**config.mk**
```make
export PLATFORM = sky130hd
export DESIGN_NAME = three_axis_complementary_filter_core
export DESIGN_NICKNAME = d
export VERILOG_FILES = /design/src/sv/cfilt_pkg.sv /design/src/sv/cfilt_mul.sv /design/src/sv/cfilt_div.sv /design/src/sv/three_axis_complementary_filter_core.sv
export SDC_FILE = /design/constraint.sdc
export NUM_CORES = 2
export LEC_CHECK = 0
export BUFFER_PORTS_ARGS = -buffer_cell sky130_fd_sc_hd__buf_2
export CORE_AREA = 4 4 553 555
export DETAILED_ROUTE_END_ITERATION = 8
export DIE_AREA = 0 0 557 559
export HOLD_SLACK_MARGIN = 0.12
export PLACE_DENSITY = 0.51
export SYNTH_ARGS = -nofsm -noshare
export SYNTH_HDL_FRONTEND = slang
export SYNTH_SLANG_ARGS = --single-unit
```
**constraint.sdc**
```tcl
create_clock -name clk -period 11.34 [get_ports clk]
set_clock_uncertainty 0.15 [all_clocks]
set_input_delay 2.835 -clock clk [delete_from_list [all_inputs] [get_ports clk]]
set_output_delay 2.835 -clock clk [all_outputs]
set_load 0.02 [all_outputs]
```
**src/sv/cfilt_pkg.sv**
```systemverilog
// Shared types and constants for the three-axis complementary filter.
// Used by the multiplier, the constant divider and the core; no dependencies.
package cfilt_pkg;

	localparam int NUM_AXES = 3;
	localparam int AXIS_W = 2;
	localparam logic [AXIS_W-1:0] LAST_AXIS = AXIS_W'(NUM_AXES - 1);

	// gain k, unsigned Q8.8, 10.0 after reset
	localparam logic [15:0] GAIN_RESET = 16'd2560;

	// shared multiplier: 48 x 16 unsigned
	localparam int MUL_A_W = 48;
	localparam int MUL_B_W = 16;
	localparam int MUL_P_W = MUL_A_W + MUL_B_W;

	// divide by microseconds per second, radix 4, two dividend bits per step
	localparam int DIV_N_W = 64;
	localparam int DIV_R_W = 20;
	localparam int DIV_STEPS = DIV_N_W / 2;
	localparam int DIV_CNT_W = 5;
	localparam logic [DIV_CNT_W-1:0] DIV_LAST = DIV_CNT_W'(DIV_STEPS - 1);
	localparam logic [DIV_R_W+1:0] US_PER_S_X1 = 22'd1000000;
	localparam logic [DIV_R_W+1:0] US_PER_S_X2 = 22'd2000000;
	localparam logic [DIV_R_W+1:0] US_PER_S_X3 = 22'd3000000;

	// quotients never exceed 2^64 / 10^6, which fits in 45 bits
	localparam int QUOT_W = 45;
	localparam int SUM_W = 48;

	typedef enum logic [4:0] {
		ST_IDLE,
		ST_KK,
		ST_KK_WR,
		ST_ERR,
		ST_MLO,
		ST_MHI,
		ST_PSUM,
		ST_MP,
		ST_LOAD1,
		ST_DIV1,
		ST_INTEG,
		ST_X2,
		ST_M2,
		ST_LOAD2,
		ST_DIV2,
		ST_ANGLE,
		ST_DONE
	} state_t;

	function automatic logic signed [31:0] sat32(input logic signed [SUM_W-1:0] v);
		logic signed [31:0] r;
		if (v > 48'sd2147483647) begin
			r = 32'sh7FFF_FFFF;
		end else if (v < -48'sd2147483648) begin
			r = 32'sh8000_0000;
		end else begin
			r = v[31:0];
		end
		return r;
	endfunction

endpackage

```
**src/sv/cfilt_mul.sv**
```systemverilog
// Shared unsigned multiplier with a registered product.
// Depends on cfilt_pkg for operand widths.
module cfilt_mul (
	input  logic                          clk,
	input  logic                          en,
	input  logic [cfilt_pkg::MUL_A_W-1:0] a,
	input  logic [cfilt_pkg::MUL_B_W-1:0] b,
	output logic [cfilt_pkg::MUL_P_W-1:0] prod_q
);
	import cfilt_pkg::*;

	always_ff @(posedge clk) begin
		if (en) begin
			prod_q <= MUL_P_W'(a) * MUL_P_W'(b);
		end
	end

endmodule

```
**src/sv/cfilt_div.sv**
```systemverilog
// Iterative divider by one million, two quotient bits per cycle.
// Depends on cfilt_pkg for the divisor multiples and step count.
module cfilt_div (
	input  logic                          clk,
	input  logic                          arst_n,
	input  logic                          start,
	input  logic [cfilt_pkg::DIV_N_W-1:0] dividend,
	output logic                          busy,
	output logic [cfilt_pkg::DIV_N_W-1:0] quotient
);
	import cfilt_pkg::*;

	logic                 busy_q;
	logic [DIV_CNT_W-1:0] cnt_q;
	logic [DIV_R_W-1:0]   rem_q;
	logic [DIV_N_W-1:0]   n_q;
	logic [DIV_R_W+1:0]   rp;
	logic [DIV_R_W+1:0]   rnext;
	logic [1:0]           qd;

	// partial remainder with the next two dividend bits shifted in
	always_comb begin
		rp = {rem_q, n_q[DIV_N_W-1 -: 2]};
		if (rp >= US_PER_S_X3) begin
			qd = 2'd3;
			rnext = rp - US_PER_S_X3;
		end else if (rp >= US_PER_S_X2) begin
			qd = 2'd2;
			rnext = rp - US_PER_S_X2;
		end else if (rp >= US_PER_S_X1) begin
			qd = 2'd1;
			rnext = rp - US_PER_S_X1;
		end else begin
			qd = 2'd0;
			rnext = rp;
		end
	end

	always_ff @(posedge clk or negedge arst_n) begin
		if (!arst_n) begin
			busy_q <= 1'b0;
			cnt_q  <= '0;
		end else if (start) begin
			busy_q <= 1'b1;
			cnt_q  <= '0;
		end else if (busy_q) begin
			cnt_q <= cnt_q + 1'b1;
			if (cnt_q == DIV_LAST) begin
				busy_q <= 1'b0;
			end
		end
	end

	// quotient digits shift in at the low end as dividend bits leave the top
	always_ff @(posedge clk) begin
		if (start) begin
			n_q   <= dividend;
			rem_q <= '0;
		end else if (busy_q) begin
			n_q   <= {n_q[DIV_N_W-3:0], qd};
			rem_q <= rnext[DIV_R_W-1:0];
		end
	end

	assign busy     = busy_q;
	assign quotient = n_q;

endmodule

```
**src/sv/three_axis_complementary_filter_core.sv**
```systemverilog
// Second-order complementary filter for roll, pitch and yaw. An item is
// accepted and k*k is formed; then each axis in turn takes two passes
// through the radix-4 divider by one million; then the result is handed
// off, after any wait for the previous result to be taken. The axes go one
// after the other through one shared 48x16 multiplier. in_stall is high
// while an item is in work; a finished result sits in the output register,
// so the next item can enter while it waits. Gain is written through
// cfg_we/cfg_wdata (Q8.8, 10.0 after reset) and must only change while the
// block is idle. Integrators and angles saturate at the signed 32-bit limits.
module three_axis_complementary_filter_core (
	input  logic               clk,
	input  logic               arst_n,
	input  logic               cfg_we,
	input  logic [15:0]        cfg_wdata,
	input  logic               in_valid,
	output logic               in_stall,
	input  logic signed [31:0] roll_ref_angle,
	input  logic signed [31:0] pitch_ref_angle,
	input  logic signed [31:0] yaw_ref_angle,
	input  logic signed [31:0] roll_rate,
	input  logic signed [31:0] pitch_rate,
	input  logic signed [31:0] yaw_rate,
	input  logic [15:0]        interval_us,
	output logic               out_valid,
	input  logic               out_stall,
	output logic signed [31:0] roll_angle,
	output logic signed [31:0] pitch_angle,
	output logic signed [31:0] yaw_angle
);
	import cfilt_pkg::*;

	state_t state_q, state_d;

	logic [15:0]        gain_q;
	logic [AXIS_W-1:0]  axis_q;
	logic signed [31:0] integ_q [NUM_AXES];
	logic signed [31:0] angle_q [NUM_AXES];
	logic signed [31:0] ref_q   [NUM_AXES];
	logic signed [31:0] rate_q  [NUM_AXES];
	logic [15:0]        iv_q;
	logic [31:0]        kk_q;
	logic [32:0]        emag_q;
	logic               eneg_q;
	logic [32:0]        tmp_q;
	logic [47:0]        psum_q;
	logic [47:0]        x2mag_q;
	logic               x2neg_q;
	logic               out_valid_q;
	logic signed [31:0] roll_angle_q, pitch_angle_q, yaw_angle_q;

	logic               mul_en;
	logic [MUL_A_W-1:0] mul_a;
	logic [MUL_B_W-1:0] mul_b;
	logic [MUL_P_W-1:0] prod_q;
	logic               div_start;
	logic               div_busy;
	logic [DIV_N_W-1:0] quot;

	logic signed [32:0]      err;
	logic signed [SUM_W-1:0] quot_s;
	logic signed [SUM_W-1:0] prop_s;
	logic signed [SUM_W-1:0] integ_sum;
	logic signed [SUM_W-1:0] x2;
	logic signed [SUM_W-1:0] angle_sum;
	logic                    out_free;

	cfilt_mul u_mul (
		.clk    (clk),
		.en     (mul_en),
		.a      (mul_a),
		.b      (mul_b),
		.prod_q (prod_q)
	);

	cfilt_div u_div (
		.clk      (clk),
		.arst_n   (arst_n),
		.start    (div_start),
		.dividend (prod_q),
		.busy     (div_busy),
		.quotient (quot)
	);

	assign out_free = !out_valid_q || !out_stall;

	always_comb begin
		state_d = state_q;
		case (state_q)
			ST_IDLE:  if (in_valid) state_d = ST_KK;
			ST_KK:    state_d = ST_KK_WR;
			ST_KK_WR: state_d = ST_ERR;
			ST_ERR:   state_d = ST_MLO;
			ST_MLO:   state_d = ST_MHI;
			ST_MHI:   state_d = ST_PSUM;
			ST_PSUM:  state_d = ST_MP;
			ST_MP:    state_d = ST_LOAD1;
			ST_LOAD1: state_d = ST_DIV1;
			ST_DIV1:  if (!div_busy) state_d = ST_INTEG;
			ST_INTEG: state_d = ST_X2;
			ST_X2:    state_d = ST_M2;
			ST_M2:    state_d = ST_LOAD2;
			ST_LOAD2: state_d = ST_DIV2;
			ST_DIV2:  if (!div_busy) state_d = ST_ANGLE;
			ST_ANGLE: state_d = (axis_q == LAST_AXIS) ? ST_DONE : ST_ERR;
			ST_DONE:  if (out_free) state_d = ST_IDLE;
			default:  state_d = ST_IDLE;
		endcase
	end

	// multiplier operand select and divider start
	always_comb begin
		in_stall  = (state_q != ST_IDLE);
		mul_en    = 1'b0;
		mul_a     = '0;
		mul_b     = '0;
		div_start = 1'b0;
		case (state_q)
			ST_KK: begin
				mul_en = 1'b1;
				mul_a  = MUL_A_W'(gain_q);
				mul_b  = gain_q;
			end
			ST_MLO: begin
				mul_en = 1'b1;
				mul_a  = MUL_A_W'(emag_q);
				mul_b  = kk_q[15:0];
			end
			ST_MHI: begin
				mul_en = 1'b1;
				mul_a  = MUL_A_W'(emag_q);
				mul_b  = kk_q[31:16];
			end
			ST_MP: begin
				mul_en = 1'b1;
				mul_a  = psum_q;
				mul_b  = iv_q;
			end
			ST_LOAD1: begin
				// proportional term e*k computed while the divider runs
				div_start = 1'b1;
				mul_en    = 1'b1;
				mul_a     = MUL_A_W'(emag_q);
				mul_b     = gain_q;
			end
			ST_M2: begin
				mul_en = 1'b1;
				mul_a  = x2mag_q;
				mul_b  = iv_q;
			end
			ST_LOAD2: begin
				div_start = 1'b1;
			end
			default: begin
				mul_en = 1'b0;
			end
		endcase
	end

	// datapath arithmetic
	always_comb begin
		err    = $signed({ref_q[axis_q][31], ref_q[axis_q]})
			- $signed({angle_q[axis_q][31], angle_q[axis_q]});
		quot_s = $signed({3'b000, quot[QUOT_W-1:0]});
		// 2*k*e in Q16.16 is |e|*k >> 7
		prop_s = $signed({6'b0, prod_q[48:7]});
		integ_sum = SUM_W'(integ_q[axis_q]) + (eneg_q ? -quot_s : quot_s);
		x2 = SUM_W'(integ_q[axis_q]) + (eneg_q ? -prop_s : prop_s)
			+ SUM_W'(rate_q[axis_q]);
		angle_sum = SUM_W'(angle_q[axis_q]) + (x2neg_q ? -quot_s : quot_s);
	end

	always_ff @(posedge clk or negedge arst_n) begin
		if (!arst_n) begin
			state_q <= ST_IDLE;
		end else begin
			state_q <= state_d;
		end
	end

	always_ff @(posedge clk or negedge arst_n) begin
		if (!arst_n) begin
			gain_q <= GAIN_RESET;
		end else if (cfg_we) begin
			gain_q <= cfg_wdata;
		end
	end

	always_ff @(posedge clk or negedge arst_n) begin
		if (!arst_n) begin
			axis_q <= '0;
			for (int i = 0; i < NUM_AXES; i++) begin
				integ_q[i] <= '0;
				angle_q[i] <= '0;
			end
		end else begin
			case (state_q)
				ST_IDLE:  axis_q <= '0;
				ST_INTEG: integ_q[axis_q] <= sat32(integ_sum);
				ST_ANGLE: begin
					angle_q[axis_q] <= sat32(angle_sum);
					axis_q <= axis_q + 1'b1;
				end
				default: axis_q <= axis_q;
			endcase
		end
	end

	always_ff @(posedge clk or negedge arst_n) begin
		if (!arst_n) begin
			out_valid_q <= 1'b0;
		end else if (state_q == ST_DONE && out_free) begin
			out_valid_q <= 1'b1;
		end else if (!out_stall) begin
			out_valid_q <= 1'b0;
		end
	end

	always_ff @(posedge clk) begin
		case (state_q)
			ST_IDLE: begin
				if (in_valid) begin
					ref_q[0]  <= roll_ref_angle;
					ref_q[1]  <= pitch_ref_angle;
					ref_q[2]  <= yaw_ref_angle;
					rate_q[0] <= roll_rate;
					rate_q[1] <= pitch_rate;
					rate_q[2] <= yaw_rate;
					iv_q      <= interval_us;
				end
			end
			ST_KK_WR: kk_q <= prod_q[31:0];
			ST_ERR: begin
				eneg_q <= err[32];
				emag_q <= err[32] ? 33'(-err) : 33'(err);
			end
			// floor(|e|*kk / 2^16) = |e|*kk_hi + floor(|e|*kk_lo / 2^16)
			ST_MHI:  tmp_q <= prod_q[48:16];
			ST_PSUM: psum_q <= prod_q[47:0] + 48'(tmp_q);
			ST_X2: begin
				x2neg_q <= x2[SUM_W-1];
				x2mag_q <= x2[SUM_W-1] ? 48'(-x2) : 48'(x2);
			end
			ST_DONE: begin
				if (out_free) begin
					roll_angle_q  <= angle_q[0];
					pitch_angle_q <= angle_q[1];
					yaw_angle_q   <= angle_q[2];
				end
			end
			default: kk_q <= kk_q;
		endcase
	end

	assign out_valid   = out_valid_q;
	assign roll_angle  = roll_angle_q;
	assign pitch_angle = pitch_angle_q;
	assign yaw_angle   = yaw_angle_q;

endmodule

```
# [Word level (Yosys, flattened, before mapping)]
# Memory sizes are Yosys's and may differ from the RTL's.
# Index checks and enable logic that the tools add are counted.
[word_totals] register_bits=678 ramBits=192 input_bits=229 output_inout_bits=98 word_cells=146 n_memories=2
[classes] addsub=15 multipliers=1 order_cmp=9 eq_ne=23 muxes=50 n_bitwise=1 reduce_logical=17
[mem_list] memory="rate_q" depth=3 width=32 rd=1 rd_clocked_by_memory_dff=0 wr=3 line_no="three_axis_complementary_filter_core.sv:39" rtl="logic signed [31:0] rate_q [NUM_AXES];"
[mem_list] memory="ref_q" depth=3 width=32 rd=1 rd_clocked_by_memory_dff=0 wr=3 line_no="three_axis_complementary_filter_core.sv:38" rtl="logic signed [31:0] ref_q [NUM_AXES];"
[ops] cell="32-bit 2-to-1 mux" n=12
[ops] cell="96-bit bitwise mux" n=2
[ops] cell="48-bit case mux with 4 select lines" n=1
[ops] cell="32-bit by 48-bit adder with 48-bit output" n=3
[ops] cell="48-bit 2-to-1 mux" n=3
[ops] cell="32-bit binary-select mux with 2-bit select" n=2
[ops] cell="64-bit 2-to-1 mux" n=2
[ops] cell="48-bit by 32-bit greater-than comparator with 1-bit output (second input constant)" n=2
[ops] cell="48-bit by 32-bit less-than comparator with 1-bit output (second input constant)" n=2
[ops] cell="5-bit case mux with 17 select lines" n=1
[ops] cell="32-bit demux with 2-bit select" n=1
[ops] cell="48-bit by 16-bit multiplier with 64-bit output" n=1
[ops] cell="16-bit case mux with 4 select lines" n=1
[ops] cell="20-bit 2-to-1 mux" n=3
[ops] cell="20-bit subtractor (second input constant)" n=3
[ops] cell="48-bit by 32-bit adder with 48-bit output" n=1
[ops] cell="48-bit by 33-bit adder with 48-bit output" n=1
[ops] cell="42-bit negation with 48-bit output" n=1
[ops] cell="45-bit negation with 48-bit output" n=1
[ops] cell="48-bit negation" n=1
[ops] cell="47-bit 2-to-1 mux" n=1
[ops] cell="5-bit by 4-bit == test with 1-bit output (second input constant)" n=8
[ops] cell="5-bit 2-to-1 mux" n=7
[ops] cell="33-bit negation" n=1
[ops] cell="30 further kinds" n=55

# [Logic depth before layout (Yosys ltp)]
[depth] word_depth=10 ltp_mapped=35 depth_no_buf=31

# [Modules after synthesis]
# Synthesis repeated with hierarchy kept, for this count alone.
[unflattened] cells_unflattened=7856 hier_area_um2=75800.2
[modules_own_cells] module="three_axis_complementary_filter_core" n_inst=1 cells_each=4632 area_each_um2=45568.7 seq_area_each_um2=20422.1
[modules_own_cells] module="cfilt_mul" n_inst=1 cells_each=2845 area_each_um2=25619.6 seq_area_each_um2=1921.8
[modules_own_cells] module="cfilt_div" n_inst=1 cells_each=379 area_each_um2=4611.9 seq_area_each_um2=2472.4

# [Worst setup path before layout]
# No wires, ideal clock.
[synth_timing] path_kind="in2reg" start="input port in_valid" end="register iv_q[0] (enable)" setup_ps=781 t_arrival_ps=11416 required_ps=10409 slack_ps=-1007 path_stages=2 path_buffers=0 path_cell_list="inv_1 -> nor2_1"
[synth_via] elab_chain_cells=1
[synth_lines] element="start, declared" line_no="three_axis_complementary_filter_core.sv:15" rtl="input logic in_valid,"
[synth_lines] element="2-bit AND reduction (no line)"
[synth_lines] element="end signal, assigned" line_no="three_axis_complementary_filter_core.sv:228" rtl="iv_q <= interval_us;"
[synth_lines] element="end, declared" line_no="three_axis_complementary_filter_core.sv:40" rtl="logic [15:0] iv_q;"
# Every way passes these cells.
# A chain may end at the register's enable or synchronous reset.

# [Final worst setup path]
[layout_timing] start="register state_q[2]" end="register u_mul.prod_q[63] (netlist bit), data pin"
[layout_via] elab_chain_cells=4
[layout_lines] element="start, declared" line_no="three_axis_complementary_filter_core.sv:32" rtl="state_t state_q, state_d;"
[layout_lines] element="start signal, assigned" line_no="three_axis_complementary_filter_core.sv:176" rtl="state_q <= state_d;"
[layout_lines] element="5-bit by 3-bit == test with 1-bit output (tied with other cells)" line_no="three_axis_complementary_filter_core.sv:117" rtl="case (state_q)"
[layout_lines] element="3-bit OR reduction (no line) or 2-bit OR reduction (tied branches)"
[layout_lines] element="48-bit case mux with 4 select lines or 16-bit case mux with 4 select lines (tied branches)" line_no="three_axis_complementary_filter_core.sv:117"
[layout_lines] element="48-bit by 16-bit multiplier with 64-bit output *" line_no="cfilt_mul.sv:14" rtl="prod_q <= MUL_P_W'(a) * MUL_P_W'(b);"
[layout_lines] element="end signal, assigned" line_no="cfilt_mul.sv:14"
[layout_lines] element="end, declared" line_no="cfilt_mul.sv:8" rtl="output logic [cfilt_pkg::MUL_P_W-1:0] prod_q"
# Every way passes the cells marked *; elsewhere a longest branch is shown, timed or not.

==> flow_summary.ini <==
[sta]
setup_viol = 0
max_slew_margin = 0.143
hold_viol_final = 0
setup-tns-final_ns = 0
fin_ws_ns = 1.01
worstMarginPinSlew_ns = 1.29
period_minus_slack_ns = 10.33
grt_setup_unrepaired = no
finalCritPeriodShare = 0.911
max_freq_mhz = 96.8
final-max-slew-violation-count = 0

[final_layout]
nFillCells = 31800
syn2layout_area_growth_pct = 13.0
fin_nets = 9336
multi_input_comb_area_um2 = 45500
seq_area_um2 = 24800
layoutNonFillerInstCount = 12100
drive_gt1_frac = 0.0968

[synth]
ys_ff_latch = 870
ys_types = 97
synth_edf_count = 628
syn-num-nets = 9166
netlist_area_um2 = 75000
synth.area.top_cells = edfxtp_1, fa_1, dfrtp_1
synth_commonest_cells = nand2_1, inv_1, fa_1, edfxtp_1, nor2_1
ys.flop_type = edfxtp_1
async_flop_share = 0.255
synth.avg_cell_area_um2 = 9.51
synth.most_common_cell = nand2_1
yosysSeqAreaShare = 0.331
syn_inst = 7886
synth_top_cell_by_area = edfxtp_1
synth_top_area_share = 0.252
ys_warn_count = 0

[drt]
detail_route.wl_per_cell_um = 22.2
ant_nets = 0
via_per_inst = 4.83
vias = 58600
totalWireLength_um = 269000
drt-pass1-iter-count = 5
drc_errors = 0
drt_first_iter_violations = 4761

[cts]
htreeDepth = 3
cts_tree = yes
cts_root_buffer = clkbuf_16
cts.repair.resized = 0
clock_latency_ns = 0.75
cts_setup_buffers = 0
cts_hold_buffers = 0
cts_sinks = 870
numCtsBuffers = 97
cts.path.max_buffers = 3
path_clk_slew_ns = 0.07

[setup_path]
cp-end-kind = register
crit_type = reg -> reg
cp_slowest_cell = a221o_1
worstPathRequired_ns = 11.64
critPathArrivalTime_ns = 10.63
startpoint_type = register
crit_path_frequent_cell = fa_1
crit_fanout = 31
cpPeakStageDelay_ns = 0.96

[die]
start_util = 0.249
die_h_um = 559
die_w_um = 557
io_pins = 327
dieArea_um2 = 311000
core.rowCount = 202
core_area_um2 = 302000

[global_routing]
grt_pass1_wl_um = 395000
grt_overflow = 0
grt_antenna_before_repair = 17
grt_max_degree = 92
first_global_vias = 59100
grtUsageTotal = 0.168

[placed_design]
place.gp.congestion = 0.930
dpl.hpwl_um = 211000
dp_slack_ns = 1.17
dp.cells = 11900
portBuffers = 326

[run]
maxCapViolations = 0

[worst_hold_path]
hold_path_class = reg -> reg

[status]
status = finished clean
-- area by class of cell --
type,instances,area share
Clock buffer,117,0.0309
Timing Repair Buffer,454,0.0309
Tap cell,3978,0.0587
Multi-Input combinational cell,5699,0.537
Inverter,934,0.0414
Sequential cell,870,0.293
Clock inverter,60,0.00821
Antenna cell,10,0.000295
-- critical path, delay by kind of cell, from the launching register on --
kind                       cells  cell delay (ns)
and+or+nand+nor                7             1.78
buffers and inverters          5             0.83
DFF                            1             0.73
adders and majority gates      7             3.46
AOI/OAI and AO/OA             10             3.00
-- state kept, by name, summed over array words and instances (netlist names), 32 cells and up --
signal          flops
angle_q            96
emag_q             33
integ_q            96
kk_q               32
pitch_angle        32
psum_q             48
rate_q             96
ref_q              96
roll_angle         32
tmp_q              33
u_div.quotient     64
u_mul.prod_q       64
x2mag_q            48
yaw_angle          32
-- logic make-up (layout without fill, tap and decap cells) --
| logic type | after synthesis | count (layout) | synth area share |
|---|---|---|---|
| muxes | 225 | 225 | 0.0313 |
| other | 0 | 10 | 0 |
| and+or+nand+nor | 2460 | 2460 | 0.143 |
| adders and majority gates | 1051 | 1051 | 0.245 |
| xor gates and xnor gates | 467 | 467 | 0.0546 |
| AOI/OAI and AO/OA | 1496 | 1496 | 0.129 |
| DFF | 870 | 870 | 0.331 |
| buffers and inverters | 1317 | 1565 | 0.0661 |
-- layer usage --
metal	wire length (um)	up-vias	part of all wire	GRT usage
met1	119000	29500	0.44	0.231
met5	68	-	0.00025	0
met2	123000	1889	0.46	0.269
met3	15400	369	0.058	0.0249
met4	11400	8	0.043	0.0614
li1	-	26800	-	-
-- placed cells by master, fill, tap and decap left out, types with 34 or more instances in the layout --
cell type	netlist	routed
fa_1	694	694
a22o_1	48	48
nand2b_1	59	59
xor2_1	142	142
buf_4	0	127
nor2_1	618	614
nor3_1	88	81
o21ai_0	326	324
and3_1	37	36
a22oi_1	41	41
nor2b_1	38	38
or3_1	60	59
nand3_1	73	73
dfrtp_1	220	218
o21bai_1	41	41
o21a_1	55	55
xnor2_1	325	324
mux2i_1	148	148
edfxtp_1	628	628
inv_1	934	934
a211oi_1	45	45
o31ai_1	37	37
a31oi_1	35	34
a21o_1	120	120
ha_1	357	357
and2_1	40	40
mux2_2	77	77
clkbuf_16	0	100
buf_2	9	325
nand4_1	58	58
a221o_1	37	36
a2bb2oi_1	52	52
a21oi_1	449	447
nand2_1	1266	1261
-- per-stage QoR --
stage	hold slack [ns]	cell area, um2	util
after floorplan	0.274	75000	-
after global placement	0.306	81400	0.270
after detailed placement	0.307	81400	0.270
after CTS	0.322	84700	0.281
after global routing	0.335	84700	0.281
final	0.320	84700	0.281
-- final timing paths --
| path | startpoint | to | slack, ns | depth (start not counted) |
|---|---|---|---|---|
| setup reg to reg | state_q[2]$_DFFE_PN0P_ | u_mul.prod_q[63]$_DFFE_PP_ | 1.01 | 29 |
| hold / removal | angle_q[14]$_DFFE_PN0P_ | yaw_angle[14]$_DFFE_PP_ | 0.32 | 0 |
| hold reg to reg | angle_q[14]$_DFFE_PN0P_ | yaw_angle[14]$_DFFE_PP_ | 0.32 | 0 |
| setup / recovery | state_q[2]$_DFFE_PN0P_ | u_mul.prod_q[63]$_DFFE_PP_ | 1.01 | 29 |
| min in group asynchronous | arst_n | integ_q[4]$_DFFE_PN0P_ | 1.87 | 1 |
| max in group asynchronous | arst_n | gain_q[14]$_DFFE_PN0P_ | 7.84 | 2 |
Power is not shown: default switching activity piles up to over one toggle a cycle in this logic, so the estimate is an artifact.
